==> src/design/bfs_pkg.sv <==
// ----------------------------------------------------------------------------
// bfs_pkg: shared types and tables of the binned feature scorer
// Bin edges, signed bin weights, model thresholds and the stage record that
// travels along the chain of scoring cells.
// ----------------------------------------------------------------------------
package bfs_pkg;

  localparam int MAX_FEATURES = 8;
  localparam int MAX_BINS     = 6;
  localparam int MAX_EDGES    = MAX_BINS - 1;
  localparam int MAX_MODELS   = 4;

  localparam int DEF_FEATURE_COUNT = 8;
  localparam int DEF_BIN_COUNT     = 6;
  localparam int DEF_MODEL_COUNT   = 4;

  localparam int APP_W    = 16;
  localparam int FEAT_W   = 32;
  localparam int MODEL_W  = 2;
  localparam int BIN_W    = 3;
  localparam int WEIGHT_W = 8;
  localparam int ACC_W    = 10;
  localparam int SCORE_W  = 9;
  localparam int THR_W    = 8;
  localparam int ADDR_W   = 3;
  localparam int DATA_W   = 32;

  localparam logic [APP_W-1:0] APP_ID_MAX = 16'd3;

  localparam logic signed [ACC_W-1:0] SCORE_HI = 10'sd255;
  localparam logic signed [ACC_W-1:0] SCORE_LO = -10'sd256;

  typedef enum logic {
    REG_GENERIC_MODEL = 1'b0,
    REG_NONE          = 1'b1
  } reg_sel_t;

  typedef struct packed {
    logic                    valid;
    logic [MODEL_W-1:0]      model;
    logic signed [ACC_W-1:0] acc;
  } stage_t;

  localparam logic [FEAT_W-1:0] BIN_EDGE [MAX_FEATURES][MAX_EDGES] = '{
    '{32'd10,   32'd100,  32'd500,   32'd2000,  32'd10000},
    '{32'd10,   32'd100,  32'd500,   32'd2000,  32'd10000},
    '{32'd8,    32'd32,   32'd96,    32'd160,   32'd224},
    '{32'd10,   32'd100,  32'd500,   32'd2000,  32'd10000},
    '{32'd0,    32'd1,    32'd2,     32'd4,     32'd8},
    '{32'd0,    32'd1,    32'd2,     32'd3,     32'd5},
    '{32'd10,   32'd100,  32'd500,   32'd2000,  32'd10000},
    '{32'd4096, 32'd8192, 32'd16384, 32'd24576, 32'd30000}
  };

  localparam logic signed [WEIGHT_W-1:0] WEIGHT_ROM [MAX_MODELS][MAX_FEATURES][MAX_BINS] = '{
    '{
      '{ 8'sd38,  8'sd29,  8'sd18,  8'sd7,  -8'sd9,  -8'sd21},
      '{ 8'sd24,  8'sd18,  8'sd11,  8'sd3,  -8'sd8,  -8'sd17},
      '{-8'sd18, -8'sd7,   8'sd3,   8'sd15,  8'sd26,  8'sd37},
      '{ 8'sd22,  8'sd16,  8'sd9,   8'sd1,  -8'sd9,  -8'sd19},
      '{ 8'sd22,  8'sd13,  8'sd5,  -8'sd5,  -8'sd15, -8'sd25},
      '{ 8'sd19,  8'sd11,  8'sd3,  -8'sd5,  -8'sd14, -8'sd23},
      '{ 8'sd17,  8'sd11,  8'sd5,  -8'sd2,  -8'sd10, -8'sd19},
      '{-8'sd22, -8'sd13, -8'sd4,   8'sd8,   8'sd21,  8'sd34}
    },
    '{
      '{ 8'sd42,  8'sd32,  8'sd20,  8'sd8,  -8'sd8,  -8'sd22},
      '{ 8'sd26,  8'sd20,  8'sd12,  8'sd4,  -8'sd8,  -8'sd18},
      '{-8'sd20, -8'sd8,   8'sd4,   8'sd16,  8'sd28,  8'sd40},
      '{ 8'sd24,  8'sd18,  8'sd10,  8'sd2,  -8'sd8,  -8'sd18},
      '{ 8'sd24,  8'sd14,  8'sd6,  -8'sd4,  -8'sd14, -8'sd26},
      '{ 8'sd20,  8'sd12,  8'sd4,  -8'sd4,  -8'sd12, -8'sd20},
      '{ 8'sd18,  8'sd12,  8'sd6,   8'sd0,  -8'sd8,  -8'sd16},
      '{-8'sd24, -8'sd14, -8'sd4,   8'sd8,   8'sd20,  8'sd32}
    },
    '{
      '{ 8'sd36,  8'sd28,  8'sd18,  8'sd8,  -8'sd6,  -8'sd18},
      '{ 8'sd20,  8'sd16,  8'sd10,  8'sd4,  -8'sd6,  -8'sd14},
      '{-8'sd16, -8'sd6,   8'sd4,   8'sd14,  8'sd24,  8'sd34},
      '{ 8'sd18,  8'sd14,  8'sd8,   8'sd2,  -8'sd8,  -8'sd16},
      '{ 8'sd20,  8'sd12,  8'sd4,  -8'sd4,  -8'sd12, -8'sd22},
      '{ 8'sd18,  8'sd10,  8'sd2,  -8'sd6,  -8'sd14, -8'sd22},
      '{ 8'sd16,  8'sd10,  8'sd4,  -8'sd2,  -8'sd10, -8'sd18},
      '{-8'sd30, -8'sd18, -8'sd6,   8'sd10,  8'sd26,  8'sd42}
    },
    '{
      '{ 8'sd46,  8'sd34,  8'sd20,  8'sd6,  -8'sd12, -8'sd28},
      '{ 8'sd30,  8'sd22,  8'sd12,  8'sd2,  -8'sd10, -8'sd22},
      '{-8'sd22, -8'sd10,  8'sd2,   8'sd16,  8'sd30,  8'sd44},
      '{ 8'sd28,  8'sd20,  8'sd10,  8'sd0,  -8'sd12, -8'sd24},
      '{ 8'sd26,  8'sd16,  8'sd6,  -8'sd6,  -8'sd18, -8'sd30},
      '{ 8'sd22,  8'sd12,  8'sd2,  -8'sd8,  -8'sd18, -8'sd28},
      '{ 8'sd20,  8'sd12,  8'sd4,  -8'sd4,  -8'sd14, -8'sd24},
      '{-8'sd18, -8'sd10, -8'sd2,   8'sd6,   8'sd16,  8'sd26}
    }
  };

  localparam logic [THR_W-1:0] THRESHOLD_ROM [MAX_MODELS] = '{
    8'd96, 8'd94, 8'd100, 8'd88
  };

endpackage

==> src/design/bfs_cell.sv <==
// ----------------------------------------------------------------------------
// bfs_cell: one scoring cell of the chain
// Bins its own feature against the edge row, adds the bin weight of the
// item's model to the running score and hands everything to the next cell.
// ----------------------------------------------------------------------------
module bfs_cell
  import bfs_pkg::*;
#(
  parameter int K             = 0,
  parameter int FEATURE_COUNT = DEF_FEATURE_COUNT,
  parameter int BIN_COUNT     = DEF_BIN_COUNT
) (
  input  logic                                 clk,
  input  logic                                 rst,
  input  stage_t                               stage_in,
  input  logic [FEATURE_COUNT-1:0][FEAT_W-1:0] feat_in,
  output stage_t                               stage_out,
  output logic [FEATURE_COUNT-1:0][FEAT_W-1:0] feat_out
);

  logic [BIN_W-1:0]           bin;
  logic                       stop;
  logic signed [WEIGHT_W-1:0] weight;
  stage_t                     stage_next;

  always_comb begin
    bin  = '0;
    stop = 1'b0;
    for (int b = 0; b < BIN_COUNT - 1; b++) begin
      if (!stop && (feat_in[K] > BIN_EDGE[K][b])) begin
        bin = BIN_W'(b + 1);
      end else begin
        stop = 1'b1;
      end
    end
  end

  assign weight = WEIGHT_ROM[stage_in.model][K][bin];

  always_comb begin
    stage_next       = stage_in;
    stage_next.acc   = stage_in.acc + {{(ACC_W-WEIGHT_W){weight[WEIGHT_W-1]}}, weight};
  end

  always_ff @(posedge clk) begin
    if (rst) begin
      stage_out.valid <= 1'b0;
    end else begin
      stage_out.valid <= stage_next.valid;
    end
    stage_out.model <= stage_next.model;
    stage_out.acc   <= stage_next.acc;
    feat_out        <= feat_in;
  end

endmodule

==> src/design/binned_feature_scorer.sv <==
// ----------------------------------------------------------------------------
// binned_feature_scorer: binned linear scorecard for reclaim candidates
// Scores an application id and eight features through a chain of cells,
// one cell per feature, and compares the score with the model threshold.
// ----------------------------------------------------------------------------
// Usage:
//   An item is accepted on a rising edge with start high and busy low. busy
//   stays low, so a new item may be started in every cycle.
//   Each item enters the first cell and moves one cell per cycle; each cell
//   bins one feature and adds its weight. A final register saturates the
//   score and forms the threshold compare.
//   The result goes out with done high for exactly one cycle, after the item
//   has passed every cell and the final register. Results leave in the order
//   of acceptance.
//   Throughput is one item per cycle, set by the one-cell-per-cycle chain.
//   The receiver cannot stall; every result is a transfer in its cycle.
//   generic_model_index sits at byte address 0 of the APB port and selects
//   the model for application ids above three. Write it only while idle.
//   Reset clears the pipeline and sets generic_model_index to zero.
// ----------------------------------------------------------------------------
module binned_feature_scorer
  import bfs_pkg::*;
#(
  parameter int FEATURE_COUNT = DEF_FEATURE_COUNT,
  parameter int BIN_COUNT     = DEF_BIN_COUNT,
  parameter int MODEL_COUNT   = DEF_MODEL_COUNT
) (
  input  logic                clk,
  input  logic                rst,
  input  logic                start,
  output logic                busy,
  input  logic [APP_W-1:0]    app_id,
  input  logic [FEAT_W-1:0]   feature_0,
  input  logic [FEAT_W-1:0]   feature_1,
  input  logic [FEAT_W-1:0]   feature_2,
  input  logic [FEAT_W-1:0]   feature_3,
  input  logic [FEAT_W-1:0]   feature_4,
  input  logic [FEAT_W-1:0]   feature_5,
  input  logic [FEAT_W-1:0]   feature_6,
  input  logic [FEAT_W-1:0]   feature_7,
  output logic                done,
  output logic [SCORE_W-1:0]  score,
  output logic [THR_W-1:0]    model_threshold,
  output logic                passes,
  input  logic                psel,
  input  logic                penable,
  input  logic                pwrite,
  input  logic [ADDR_W-1:0]   paddr,
  input  logic [DATA_W-1:0]   pwdata,
  output logic [DATA_W-1:0]   prdata,
  output logic                pready
);

  logic [MODEL_W-1:0]                   generic_model_index;
  reg_sel_t                             reg_sel;
  logic [MAX_FEATURES-1:0][FEAT_W-1:0]  feat_all;
  logic [MODEL_W-1:0]                   model_sel;
  stage_t                               stage_chain [FEATURE_COUNT+1];
  logic [FEATURE_COUNT-1:0][FEAT_W-1:0] feat_chain  [FEATURE_COUNT+1];
  logic signed [ACC_W-1:0]              acc_sat;
  logic [THR_W-1:0]                     thr_next;

  assign busy   = 1'b0;
  assign pready = 1'b1;

  assign reg_sel = reg_sel_t'(paddr[ADDR_W-1]);

  always_ff @(posedge clk) begin
    if (rst) begin
      generic_model_index <= '0;
    end else if (psel && penable && pwrite && pready && (reg_sel == REG_GENERIC_MODEL)) begin
      generic_model_index <= pwdata[MODEL_W-1:0];
    end
  end

  always_comb begin
    unique case (reg_sel)
      REG_GENERIC_MODEL: prdata = {{(DATA_W-MODEL_W){1'b0}}, generic_model_index};
      default:           prdata = '0;
    endcase
  end

  assign feat_all = {feature_7, feature_6, feature_5, feature_4,
                     feature_3, feature_2, feature_1, feature_0};

  always_comb begin
    if (app_id > APP_ID_MAX) begin
      model_sel = generic_model_index;
    end else begin
      model_sel = app_id[MODEL_W-1:0];
    end
    if (int'(model_sel) >= MODEL_COUNT) begin
      model_sel = '0;
    end
  end

  always_comb begin
    stage_chain[0].valid = start && !busy;
    stage_chain[0].model = model_sel;
    stage_chain[0].acc   = '0;
  end

  assign feat_chain[0] = feat_all[FEATURE_COUNT-1:0];

  for (genvar k = 0; k < FEATURE_COUNT; k++) begin : g_cell
    bfs_cell #(
      .K             (k),
      .FEATURE_COUNT (FEATURE_COUNT),
      .BIN_COUNT     (BIN_COUNT)
    ) u_cell (
      .clk       (clk),
      .rst       (rst),
      .stage_in  (stage_chain[k]),
      .feat_in   (feat_chain[k]),
      .stage_out (stage_chain[k+1]),
      .feat_out  (feat_chain[k+1])
    );
  end

  always_comb begin
    if (stage_chain[FEATURE_COUNT].acc > SCORE_HI) begin
      acc_sat = SCORE_HI;
    end else if (stage_chain[FEATURE_COUNT].acc < SCORE_LO) begin
      acc_sat = SCORE_LO;
    end else begin
      acc_sat = stage_chain[FEATURE_COUNT].acc;
    end
  end

  assign thr_next = THRESHOLD_ROM[stage_chain[FEATURE_COUNT].model];

  always_ff @(posedge clk) begin
    if (rst) begin
      done <= 1'b0;
    end else begin
      done <= stage_chain[FEATURE_COUNT].valid;
    end
    score           <= acc_sat[SCORE_W-1:0];
    model_threshold <= thr_next;
    passes          <= (acc_sat >= $signed({{(ACC_W-THR_W){1'b0}}, thr_next}));
  end

  // A result comes out only for an item accepted earlier at the head of the chain.
  a_done_origin: assert property (@(posedge clk) disable iff (rst)
    done |-> $past(start && !busy, FEATURE_COUNT + 1))
    else $error("result without a matching accepted item");

  // Every accepted item yields a result once it has passed the chain and the output register.
  a_no_loss: assert property (@(posedge clk) disable iff (rst)
    (start && !busy) |-> ##(FEATURE_COUNT + 1) done)
    else $error("accepted item produced no result");

  // The pass flag agrees with the delivered score and threshold.
  a_pass_flag: assert property (@(posedge clk) disable iff (rst)
    done |-> (passes == ($signed({score[SCORE_W-1], score}) >=
                         $signed({2'b00, model_threshold}))))
    else $error("pass flag inconsistent with score and threshold");

  // A direct model id delivers that model's threshold.
  a_direct_thr: assert property (@(posedge clk) disable iff (rst)
    (done && $past(app_id, FEATURE_COUNT + 1) < APP_W'(MODEL_COUNT)) |->
      (model_threshold == THRESHOLD_ROM[$past(app_id[MODEL_W-1:0], FEATURE_COUNT + 1)]))
    else $error("threshold does not match the directly selected model");

endmodule
==> config.mk <==
export PLATFORM = sky130hd
export DESIGN_NAME = binned_feature_scorer
export DESIGN_NICKNAME = d
export VERILOG_FILES = /design/src/design/bfs_pkg.sv /design/src/design/bfs_cell.sv /design/src/design/binned_feature_scorer.sv
export SDC_FILE = /design/constraint.sdc
export NUM_CORES = 1
export LEC_CHECK = 0
export ABC_AREA = 1
export BUFFER_PORTS_ARGS = -buffer_cell sky130_fd_sc_hd__buf_2
export CORE_ASPECT_RATIO = 0.8
export CORE_MARGIN = 2
export CORE_UTILIZATION = 45
export CTS_CLUSTER_SIZE = 8
export DETAILED_ROUTE_END_ITERATION = 12
export SLEW_MARGIN = 15
export SYNTH_ARGS = -nofsm -noshare
export SYNTH_HDL_FRONTEND = slang
export SYNTH_SLANG_ARGS = --single-unit
==> constraint.sdc <==
create_clock -name clk -period 4.15 [get_ports clk]
set_clock_uncertainty 0.15 [all_clocks]
set_input_delay 0.2075 -clock clk [delete_from_list [all_inputs] [get_ports clk]]
set_output_delay 0.2075 -clock clk [all_outputs]
set_load 0.01 [all_outputs]
==> impl_metrics.tcl, run 1 <==
set metrics [dict create \
    worst-endpoint-required_ns 4.60 \
    critical_path_cell_sequence "nor2_1 > nand2_1 > nor2_2 > nand2_1 > clkinv_1 > nand2_2 > nor2_4 > nand3_2 > nand2_2 > nand2_2 > nand2_2 > o21ai_0 > a21oi_1 > ha_1 > a21o_1 > nand3_1 > nand2_1 > nor2_1 > o21ai_0 > a21oi_1 > nor2_1 > nor2_1 > xor2_1" \
    clock_sink_total 1013 \
    row_count 81 \
    cts-buffers-inserted 144 \
    timing.setup.tns_ns 0 \
    initialDrtViolationCount 733 \
    layout.core_utilization_pct 63.6 \
    holdCritStartpoint "feature_3[10]" \
    drive_gt1_share_pct 15.2 \
    power.density_cell_area_nw_per_um2 597 \
    final_period_demand_of_the_worst_path_ns 3.63 \
    critical_path.top_delay_family "simple AND/OR/NAND/NOR gates" \
    synth_top_area_share_pct 72.1 \
    worstPathMaxFanout 6 \
    type_of_the_tightest_min_delay_check "in -> reg" \
    vdd_drop_max_mv 0.344 \
    cp_num_buf_inv 1 \
    hpwl_um 32900 \
    filler_cells_inserted 4600 \
    critical_path.slowest_cell "ha_1" \
    die_w_um 283 \
    worst_hold_path.endpoint "g_cell[0].u_cell.feat_out[106]" \
    placeableCoreArea_um2 61400 \
    synth_area_leaders "dfxtp_1 (72%), nand2_1 (4.1%), ha_1 (4.0%), nor2_1 (3.9%), inv_1 (3.5%)" \
    root_buffer "clkbuf_16" \
    internal_reg_to_reg_setup_slack_ns 0.52 \
    final.period_utilization_pct 87.4 \
    finish.net_count 3813 \
    fraction_of_synthesized_cell_area_in_xor_and_xnor_cells_pct 1.73 \
    synth_enable_flop_cells 0 \
    htreeDepth 4 \
    post_synth.cell_area_avg_um2 11.2 \
    yosys-mux-area-fraction_pct 0 \
    hold-path-cell-count 2 \
    crit_path_end_kind "register" \
    synthesis.instances 2503 \
    worst_r2r_startpoint "g_cell[2].u_cell.feat_out[125]" \
    worst-setup-path-type "reg -> reg" \
    power.static_leakage_nw 17.6 \
    largest_family_of_logic_cells_by_synthesized_area "simple AND/OR/NAND/NOR gates" \
    synth-simple-area-share_pct 13.3 \
    crit-reg2reg-capture "g_cell[3].u_cell.stage_out[9]" \
    finalPower_mw 23.3 \
    final_max_slew_viol_count 0 \
    pin_count_of_the_biggest_net_entering_global_routing 17 \
    mappedNetlistArea_um2 28100 \
    dieHeight_um 228 \
    number_of_antenna_violating_nets_in_the_routed_design 0 \
    run_status "finished, final reports clean" \
    yosysWarnings 0 \
    synth-seq-area-share_pct 72.1 \
    ctsLongestPathBuffers 3 \
    postRouteWirelength_um 56900 \
    number_of_antenna_violations_at_the_first_check_in_global_routing 3 \
    die_area_um2 64500 \
    timing.fmax_ghz 0.276 \
    synth-adder-area-share_pct 4.50 \
    finalSetupViolations 0 \
    clk-insertion-delay-late_ns 0.70 \
    grt_overflow_total 0 \
    routed_wire_length_per_instance_um 13.4 \
    num_io_pins 366 \
    critPathMaxStageDelay_ns 0.35 \
    vias_per_cell 4.41 \
    firstDrtPassIters 5 \
    groute.usage.overall_pct 17.8 \
    timing.reg2reg.worst_path_depth 23 \
    crit_arrival_ns 4.08 \
    route.vias.total 18700 \
    grt_pass1_wl_um 92200 \
    finalWeightedCongestion 0.863 \
    crit_path_start_kind "register" \
    cts_tree "yes" \
    ff_latch_count_synth 1013 \
    layout_common_cells "dfxtp_1 (1,013), dlygate4sd3_1 (461), nand2_1 (310)" \
    max_cap_viol_count 0 \
    rsz0062_at_grt "false" \
    synth-compound-area-share_pct 3.65 \
    clk_transition_reported_paths_ns 0.05 \
    floorplan.initialDensity_pct 45.8 \
    post_synth_num_cell_types 56 \
    route.detailed.drc 0 \
    io_buffers 298 \
    postCtsSetupBuffers 0 \
    report.final.hold_viol_count 0 \
    layout.cells.most_common "dfxtp_1" \
    ys.flop_type "dfxtp_1" \
    synth_async_sr_flop_share_pct 0 \
    layout-area-overhead-vs-synth_pct 38.9 \
    vias_in_the_first_global_route 20000 \
    synth.largest_area_cell "dfxtp_1" \
]
logic make-up (layout without fill, tap and decap cells):
| kind of cell | after synthesis | count (layout) |
|---|---|---|
| DFF | 1013 | 1013 |
| and+or+nand+nor | 851 | 851 |
| buffers and inverters | 310 | 1193 |
| AOI/OAI and AO/OA | 176 | 176 |
| adders and majority gates | 97 | 97 |
| xor gates and xnor gates | 54 | 54 |
| other | 2 | 37 |
power by group:
group / leakage (nW) / total (mW) / switching (mW) / internal [mW]
Clock: 1.93 / 10.2 / 3.91 / 6.30
Combinational: 7.14 / 2.23 / 1.13 / 1.10
Sequential: 8.53 / 10.9 / 0.277 / 10.6
layer usage:
metal	GRT usage (%)	wire length [um]	vias up
met5	0	13	-
met4	8.36	1510	2
met3	4.30	2780	125
met2	34.3	30500	547
met1	18.1	22100	8470
li1	-	-	9594
worst max-delay path by stage:
| stage | slack, ns | startpoint | cells after the start | to |
|---|---|---|---|---|
| floorplan | 1.09 | g_cell[6].u_cell.feat_out[231] | 20 | g_cell[7].u_cell.stage_out[8] |
| global placement | 0.51 | g_cell[5].u_cell.feat_out[206] | 20 | g_cell[6].u_cell.stage_out[8] |
| detailed placement | 0.48 | g_cell[2].u_cell.feat_out[125] | 23 | g_cell[3].u_cell.stage_out[9] |
| CTS | 0.46 | g_cell[2].u_cell.feat_out[125] | 23 | g_cell[3].u_cell.stage_out[9] |
| global route | 0.07 | g_cell[2].u_cell.feat_out[125] | 27 | g_cell[3].u_cell.stage_out[8] |
| finish | 0.52 | g_cell[2].u_cell.feat_out[125] | 23 | g_cell[3].u_cell.stage_out[9] |
registers in the layout, summed over array words and instances, names as in the netlist:
| signal | cells |
|---|---|
| g_cell.u_cell.feat_out | 896 |
| model_threshold | 4 |
| score | 9 |
| passes | 1 |
| generic_model_index | 2 |
| g_cell.u_cell.stage_out | 100 |
| done | 1 |
synthesized netlist by cell type (3+ instances only):
cell type / instances
a211oi_1: 3
a21o_1: 5
a21oi_1: 76
a31oi_1: 8
and2_1: 3
buf_4: 36
dfxtp_1: 1013
fa_1: 7
ha_1: 90
inv_1: 263
inv_2: 8
nand2_1: 310
nand2_2: 16
nand2_4: 5
nand3_1: 103
nand3_2: 4
nand3b_1: 6
nand4_1: 37
nor2_1: 292
nor2_2: 8
nor2_4: 4
nor3_1: 26
nor3_2: 3
nor4_1: 14
o211ai_1: 6
o21ai_0: 47
o21ai_1: 3
o21ai_2: 4
o22ai_1: 6
o31ai_1: 3
or2_1: 4
or2_2: 6
xnor2_1: 15
xor2_1: 38
metrics by stage:
step / area, um2 / cells / setup WS (ns) / hold WS (ns)
2_1_floorplan: 28200 / 2536 / 1.09 / 0.0852
3_3_place_gp: 30500 / 3626 / 0.514 / 0.159
3_5_place_dp: 30500 / 3626 / 0.482 / 0.161
4_1_cts: 39000 / 4248 / 0.459 / 0.0000948
5_1_grt: 39100 / 4251 / 0.0747 / 0.00320
6_report: 39100 / 4251 / 0.525 / 0.0277
layout make-up:
class	instances	area (um2)	area share, %
multi-input cells	1213	6660	17.0
flip-flops and latches	1013	20300	51.9
diodes	2	5.00	0.0128
well taps	830	1040	2.66
repair buffers	759	6110	15.6
inverters	272	1020	2.61
clock buffers	151	3710	9.51
clock inverters	11	228	0.583
what timing repair did:
action / in CTS / in global routing
endpoints found under the setup margin: 0 / 1
hold endpoints to repair: 244 / 1
resized for setup: 0 / 1
hold buffers: 460 / 1
(Power assumes the default switching activity.)
==> run 2, diff against run 1 <==
--- a/config.mk
+++ b/config.mk
@@ -5,13 +5,13 @@
 export SDC_FILE = /design/constraint.sdc
 export NUM_CORES = 1
 export LEC_CHECK = 0
-export ABC_AREA = 1
 export BUFFER_PORTS_ARGS = -buffer_cell sky130_fd_sc_hd__buf_2
 export CORE_ASPECT_RATIO = 0.8
 export CORE_MARGIN = 2
 export CORE_UTILIZATION = 45
 export CTS_CLUSTER_SIZE = 8
 export DETAILED_ROUTE_END_ITERATION = 12
+export PLACE_DENSITY = 0.65
 export SLEW_MARGIN = 15
 export SYNTH_ARGS = -nofsm -noshare
 export SYNTH_HDL_FRONTEND = slang
==> run 2 against run 1 <==
Effect of this change: first-iteration DRC count down 7.8%; non-clock buffer count up 25; setup slack lost 0.41 ns; register-to-register slack got worse by 0.41 ns; sequential share of layout area increased by 2.4 points; utilization increased by 1.9 points; flip-flop and latch count did not move; fmax down 10%; die area decreased by 7.1%.
==> impl_metrics.tcl, run 2 <==
set metrics [dict create \
    fin_area_um2 37300 \
    ff_latch_count_synth 1013 \
    synth-seq-area-share_pct 77.8 \
    floorplan.initialDensity_pct 45.8 \
    postRouteWirelength_um 52600 \
    finish.net_count 3183 \
    dieHeight_um 219 \
    ys.flop_type "dfxtp_1" \
    final_period_demand_of_the_worst_path_ns 4.04 \
    die_area_um2 59900 \
    drive_gt1_share_pct 18.7 \
    yosysWarnings 0 \
    ctsLongestPathBuffers 3 \
    synth_area_leaders "dfxtp_1 (78%), ha_1 (4.3%), xnor2_1 (1.4%), a21oi_1 (1.2%), nor4_1 (1.1%)" \
    power.density_cell_area_nw_per_um2 624 \
    vias_in_the_first_global_route 17300 \
    finalWeightedCongestion 0.831 \
    worst-endpoint-required_ns 4.57 \
    clock_sink_total 1013 \
    initialDrtViolationCount 676 \
    synth_async_sr_flop_share_pct 0 \
    type_of_the_tightest_min_delay_check "in -> reg" \
    crit_path_end_kind "register" \
    report.final.hold_viol_count 0 \
    vias_per_cell 4.48 \
    post_synth_num_cell_types 76 \
    number_of_antenna_violating_nets_in_the_routed_design 0 \
    grt_overflow_total 0 \
    placeableCoreArea_um2 57000 \
    mappedNetlistArea_um2 26100 \
    crit_arrival_ns 4.46 \
    route.detailed.drc 0 \
    synthesis.instances 1860 \
    max_cap_viol_count 0 \
    clk_transition_reported_paths_ns 0.05 \
    critical_path_cell_sequence "o41a_1 > o2111ai_2 > nand4bb_1 > buf_4 > nor3b_1 > a211o_1 > a211oi_1 > ha_1 > a21o_1 > a21oi_1 > nor2b_1 > o21a_1 > o41ai_2 > o21ai_0 > xnor2_1" \
    layout-area-overhead-vs-synth_pct 43.0 \
    synth.largest_area_cell "dfxtp_1" \
    post_synth.cell_area_avg_um2 14.0 \
    htreeDepth 4 \
    cts-buffers-inserted 145 \
    layout.cells.most_common "dfxtp_1" \
    final.period_utilization_pct 97.2 \
    timing.fmax_ghz 0.248 \
    hpwl_um 26700 \
    die_w_um 273 \
    firstDrtPassIters 5 \
    groute.usage.overall_pct 17.6 \
    vdd_drop_max_mv 0.406 \
    worst-setup-path-type "reg -> reg" \
    grt_pass1_wl_um 82900 \
    pin_count_of_the_biggest_net_entering_global_routing 17 \
    crit_path_start_kind "register" \
    synth_top_area_share_pct 77.8 \
    final_max_slew_viol_count 0 \
    instances_no_fill 3555 \
    critical_path.top_delay_family "compound AO/OA/AOI/OAI gates" \
    dpl-instance-area_um2 28400 \
    worst_hold_check_slack_ns 0.0565 \
    finalSetupViolations 0 \
    largest_register_ffs 896 \
    critPathMaxStageDelay_ns 0.49 \
    layout.core_utilization_pct 65.5 \
    rsz0062_at_grt "true" \
    root_buffer "clkbuf_16" \
    worstPathMaxFanout 9 \
    run_status "finished, final reports clean" \
    io_buffers 298 \
    clk-insertion-delay-late_ns 0.69 \
    worst_slew_margin_rel_pct 51.3 \
    layout_common_cells "dfxtp_1 (1,013), dlygate4sd3_1 (464), buf_2 (298)" \
    route.vias.total 15900 \
    cts_tree "yes" \
    placed_cells 2919 \
    cp_num_buf_inv 1 \
    post-synth-top-count-cell "dfxtp_1" \
    critical_path.slowest_cell "o41a_1" \
    synth_enable_flop_cells 0 \
    power.static_leakage_nw 16.1 \
    synth_commonest_cells "dfxtp_1 (1,013), ha_1 (90), nor2_1 (72), nand2_1 (69), a21oi_1 (61)" \
    row_count 78 \
    num_io_pins 366 \
    routed_wire_length_per_instance_um 14.8 \
    leading_registers_by_flop_count "g_cell.u_cell.feat_out: 896 flops, g_cell.u_cell.stage_out: 100 flops, score: 9 flops" \
    registers.top_by_ff_count "g_cell.u_cell.feat_out" \
    number_of_antenna_violations_at_the_first_check_in_global_routing 6 \
    worstMarginPinSlew_ns 0.724 \
]
==> run 2: changes by cell type in the layout (fill, tap and decap cells not counted), sizes merged, moves of 25 or more <==
cell | previous run | this run
inv | 276 | 56
nand2 | 331 | 69
nand3 | 107 | 14
nand4 | 37 | 9
nor2 | 304 | 73
nor2b | 1 | 26
nor4 | 14 | 46
xnor2 | 15 | 42
==> run 2: stage by stage <==
step,total power [mW],setup slack (ns),setup TNS (ns)
2_1_floorplan,12.1,0.187,0
3_3_place_gp,12.5,0.0599,0
3_5_place_dp,12.6,0.0522,0
4_1_cts,23.3,0.00645,0
5_1_grt,24.3,-0.0831,-0.196
6_report,23.3,0.114,0
==> run 2: worst paths after layout <==
kind | startpoint | end | slack [ns] | cells past startpoint
hold reg to reg | g_cell[1].u_cell.feat_out[179] | g_cell[2].u_cell.feat_out[179] | 0.16 | 0
setup reg to reg | g_cell[2].u_cell.feat_out[98] | g_cell[3].u_cell.stage_out[9] | 0.11 | 15
hold / removal | feature_7[14] | g_cell[0].u_cell.feat_out[238] | 0.06 | 2
setup / recovery | g_cell[2].u_cell.feat_out[98] | g_cell[3].u_cell.stage_out[9] | 0.11 | 15
==> run 2: metal layers <==
metal / global-route usage (%) / up-vias / part of all wire (%)
li1: - / 7988 / -
met5: 0 / - / 0.030
met2: 33.7 / 425 / 55
met4: 9.03 / 2 / 3.2
met1: 17.0 / 7374 / 37
met3: 5.02 / 139 / 4.7
==> run 2: logic make-up after synthesis <==
kind of cell | Yosys count | share of synthesized area [%]
flops | 1013 | 77.8
simple gates | 333 | 6.65
compound gates | 231 | 5.84
buf+inv | 104 | 2.06
fa+ha+maj | 98 | 4.89
xor+xnor | 59 | 1.98
mux | 20 | 0.777
other cells | 2 | 0.0288
==> run 2: worst reg2reg max path: cells and delay by family (launching register included) <==
kind,cells,cell delay [ns]
XOR/XNOR,1,0.14
buffers and inverters,1,0.28
AO/OA/AOI/OAI,9,2.20
AND/OR/NAND/NOR,3,0.52
flip-flops,1,0.34
adder cells (fa/ha/maj),1,0.28
==> run 2: layout make-up <==
class / instances / area (um2)
multi-input combinational: 776 / 5540
inverter: 53 / 200
fill: 3949 / 19700
clock buffer: 152 / 3750
clock inverter: 13 / 270
timing repair buffer: 784 / 6300
tap: 760 / 951
antenna: 4 / 10.0
sequential: 1013 / 20300
==> run 2: timing repair <==
action	4_1_cts	5_1_grt
buffers inserted	0	3
hold endpoints to repair	241	1
hold buffers	463	1
setup endpoints to repair	1	17
gates resized for setup	1	23
pin swaps	0	4
==> run 2: report_power, final <==
| part | total, mW | internal, mW | leakage, nW | switching, mW |
|---|---|---|---|---|
| clock | 10.4 | 6.43 | 1.96 | 3.97 |
| combinational | 2.00 | 1.11 | 5.64 | 0.881 |
| sequential | 10.9 | 10.6 | 8.53 | 0.308 |
| total | 23.3 | 18.1 | 16.1 | 5.16 |
==> run 3, diff against run 2 <==
--- a/config.mk
+++ b/config.mk
@@ -12,6 +12,7 @@
 export CTS_CLUSTER_SIZE = 8
 export DETAILED_ROUTE_END_ITERATION = 12
 export PLACE_DENSITY = 0.65
+export RECOVER_POWER = 100
 export SLEW_MARGIN = 15
 export SYNTH_ARGS = -nofsm -noshare
 export SYNTH_HDL_FRONTEND = slang
==> constraint.sdc (replaced) <==
create_clock -name clk -period 4.6 [get_ports clk]
set_clock_uncertainty 0.15 [all_clocks]
set_input_delay 0.23 -clock clk [delete_from_list [all_inputs] [get_ports clk]]
set_output_delay 0.23 -clock clk [all_outputs]
set_load 0.01 [all_outputs]
==> run 3 against run 2 <==
Effect of this change: combinational power down 16%; utilization is 1.4 points lower; final cell count down 1.8%; critical endpoint is now g_cell[4].u_cell.stage_out[9]; largest cell class unchanged; highest routed layer unchanged.
==> impl_metrics.tcl, run 3 (synthesized netlist as in run 2, its figures left out) <==
set metrics [dict create \
    run_status "finished, final reports clean" \
    filler_cells_inserted 4068 \
    final.period_utilization_pct 93.2 \
    power.density_cell_area_nw_per_um2 566 \
    floorplan.initialDensity_pct 45.8 \
    clk_transition_reported_paths_ns 0.06 \
    timing.fmax_ghz 0.233 \
    finalWeightedCongestion 0.838 \
    combinationalPowerShare_pct 8.1 \
    worst-endpoint-required_ns 5.03 \
    worst-setup-path-type "reg -> reg" \
    worst_slew_margin_rel_pct 63.9 \
    initialDrtViolationCount 742 \
    rsz0062_at_grt "false" \
    net-switching-power_mw 4.55 \
    io_buffers 298 \
    final.setup.worst_slack_ns 0.315 \
    route.vias.total 15700 \
    finalSetupViolations 0 \
    area_of_combinational_cells_with_multiple_inputs_um2 5410 \
    number_of_antenna_violating_nets_in_the_routed_design 0 \
    wl_met3_um 2420 \
    number_of_antenna_violations_at_the_first_check_in_global_routing 3 \
    fin_area_um2 36500 \
    route.detailed.drc 0 \
    clockPowerShare_pct 44.5 \
    hpwl_um 26400 \
    worstMarginPinSlew_ns 0.534 \
    pre_cts_ws_ns 0.166 \
    power.switching_fraction_pct 22.0 \
    largest_register_ffs 896 \
    htreeDepth 4 \
    root_buffer "clkbuf_16" \
    routed_wire_length_per_instance_um 14.6 \
    final_period_demand_of_the_worst_path_ns 4.28 \
    power.static_leakage_nw 15.7 \
    vias_in_the_first_global_route 16900 \
    die_w_um 273 \
    hold-path-cell-count 2 \
    clock_sink_total 1013 \
    grt_pass1_wl_um 81300 \
    dieHeight_um 219 \
    share_seq_of_total_power_pct 47.4 \
    maxUsedRoutingLayer "met5" \
    grt_overflow_total 0 \
    firstDrtPassIters 6 \
    vdd_drop_max_mv 0.365 \
    registers.top_by_ff_count "g_cell.u_cell.feat_out" \
    row_count 78 \
    timing.reg2reg.worst_path_depth 15 \
    postCtsSetupBuffers 0 \
    ctsLongestPathBuffers 3 \
    report.final.hold_viol_count 0 \
    clk-insertion-delay-late_ns 0.69 \
    layout.area.seq_um2 20300 \
    crit_path_end_kind "register" \
    timing.setup.tns_ns 0 \
    crit_path_start_kind "register" \
    internal_power_mw 16.1 \
    groute.usage.overall_pct 17.3 \
    crit_arrival_ns 4.71 \
    dpl-instance-area_um2 28300 \
    vias_per_cell 4.50 \
    placeableCoreArea_um2 57000 \
    layout.cells.most_common "dfxtp_1" \
    postRouteWirelength_um 50800 \
    max_cap_viol_count 0 \
    wl_met1_um 18800 \
    num_io_pins 366 \
    die_area_um2 59900 \
    layout-area-overhead-vs-synth_pct 39.9 \
    placed_cells 2904 \
    final_max_slew_viol_count 0 \
    finish.net_count 3123 \
    dr_wl_met2_um 28000 \
    cts_tree "yes" \
    drive_gt1_share_pct 16.2 \
    instances_no_fill 3490 \
    leading_registers_by_flop_count "g_cell.u_cell.feat_out: 896 flops, g_cell.u_cell.stage_out: 100 flops, score: 9 flops" \
    worstPathMaxFanout 5 \
    type_of_the_tightest_min_delay_check "in -> reg" \
    layout_common_cells "dfxtp_1 (1,013), dlygate4sd3_1 (423), buf_2 (255)" \
    cts-buffers-inserted 144 \
    pin_count_of_the_biggest_net_entering_global_routing 17 \
]
## run 3: cell count changes in the layout (fill, tap and decap cells not counted), sizes merged
cell,change
bufinv,-1
clkbuf,+42
clkinv,+1
clkinvlp,+1
diode,-2
buf,-63
dlygate4sd3,-41
inv,-2
## run 3: routing by layer
metal	vias to the layer above	GRT usage [%]
met4	2	9.02
met5	-	0
met3	139	4.60
li1	7871	-
met1	7279	16.8
met2	404	33.3
## run 3: layout make-up
type                    count  area share, %
diodes                      2         0.0137
flip-flops and latches   1013           55.6
well taps                 760           2.61
inverters                  53          0.549
multi-input cells         776           14.8
repair buffers            725           15.6
clock inverters            12          0.676
clock buffers             149           10.1
## run 3: final timing paths
kind	start	end	slack, ns
setup / recovery	g_cell[3].u_cell.feat_out[141]	g_cell[4].u_cell.stage_out[9]	0.32
hold / removal	feature_6[31]	g_cell[0].u_cell.feat_out[223]	0.04
setup reg to reg	g_cell[3].u_cell.feat_out[141]	g_cell[4].u_cell.stage_out[9]	0.32
hold reg to reg	g_cell[1].u_cell.feat_out[202]	g_cell[2].u_cell.feat_out[202]	0.16
## run 3: metrics by stage
step	power [mW]	hold WS (ns)	util (%)
after floorplan	10.9	0.108	-
after global placement	11.3	0.160	49.7
after detailed placement	11.3	0.162	49.7
after CTS	20.8	0.000233	64.0
after global routing	21.6	0.00993	64.0
final	20.7	0.0375	64.0
## run 3: critical path, cell delays in order (launching register included)
cell and delay, ns:
dfxtp_1 0.30, nor4_1 0.40, nand4_1 0.25, or3_1 0.47
nor3_2 0.28, o21ai_0 0.18, o21a_1 0.13, a31oi_1 0.28
ha_1 0.30, a21o_1 0.15, a21oi_1 0.21, nor2b_1 0.07
o21a_1 0.18, o41ai_1 0.46, o21ai_0 0.21, xnor2_1 0.16
## run 3: power by group through the flow
stage	logic (mW)	clock network, mW	registers [mW]
CTS	1.67	9.35	9.79
finish	1.68	9.18	9.80
detailed placement	1.39	0	9.94
global route	1.89	9.84	9.85
floorplan	1.04	0	9.86
global placement	1.35	0	9.92
## run 3: what timing repair did
action | in CTS | in global routing
setup endpoints to repair | 0 | 4
endpoints found under the hold margin | 240 | 1
resized for setup | 0 | 6
hold buffers | 422 | 1
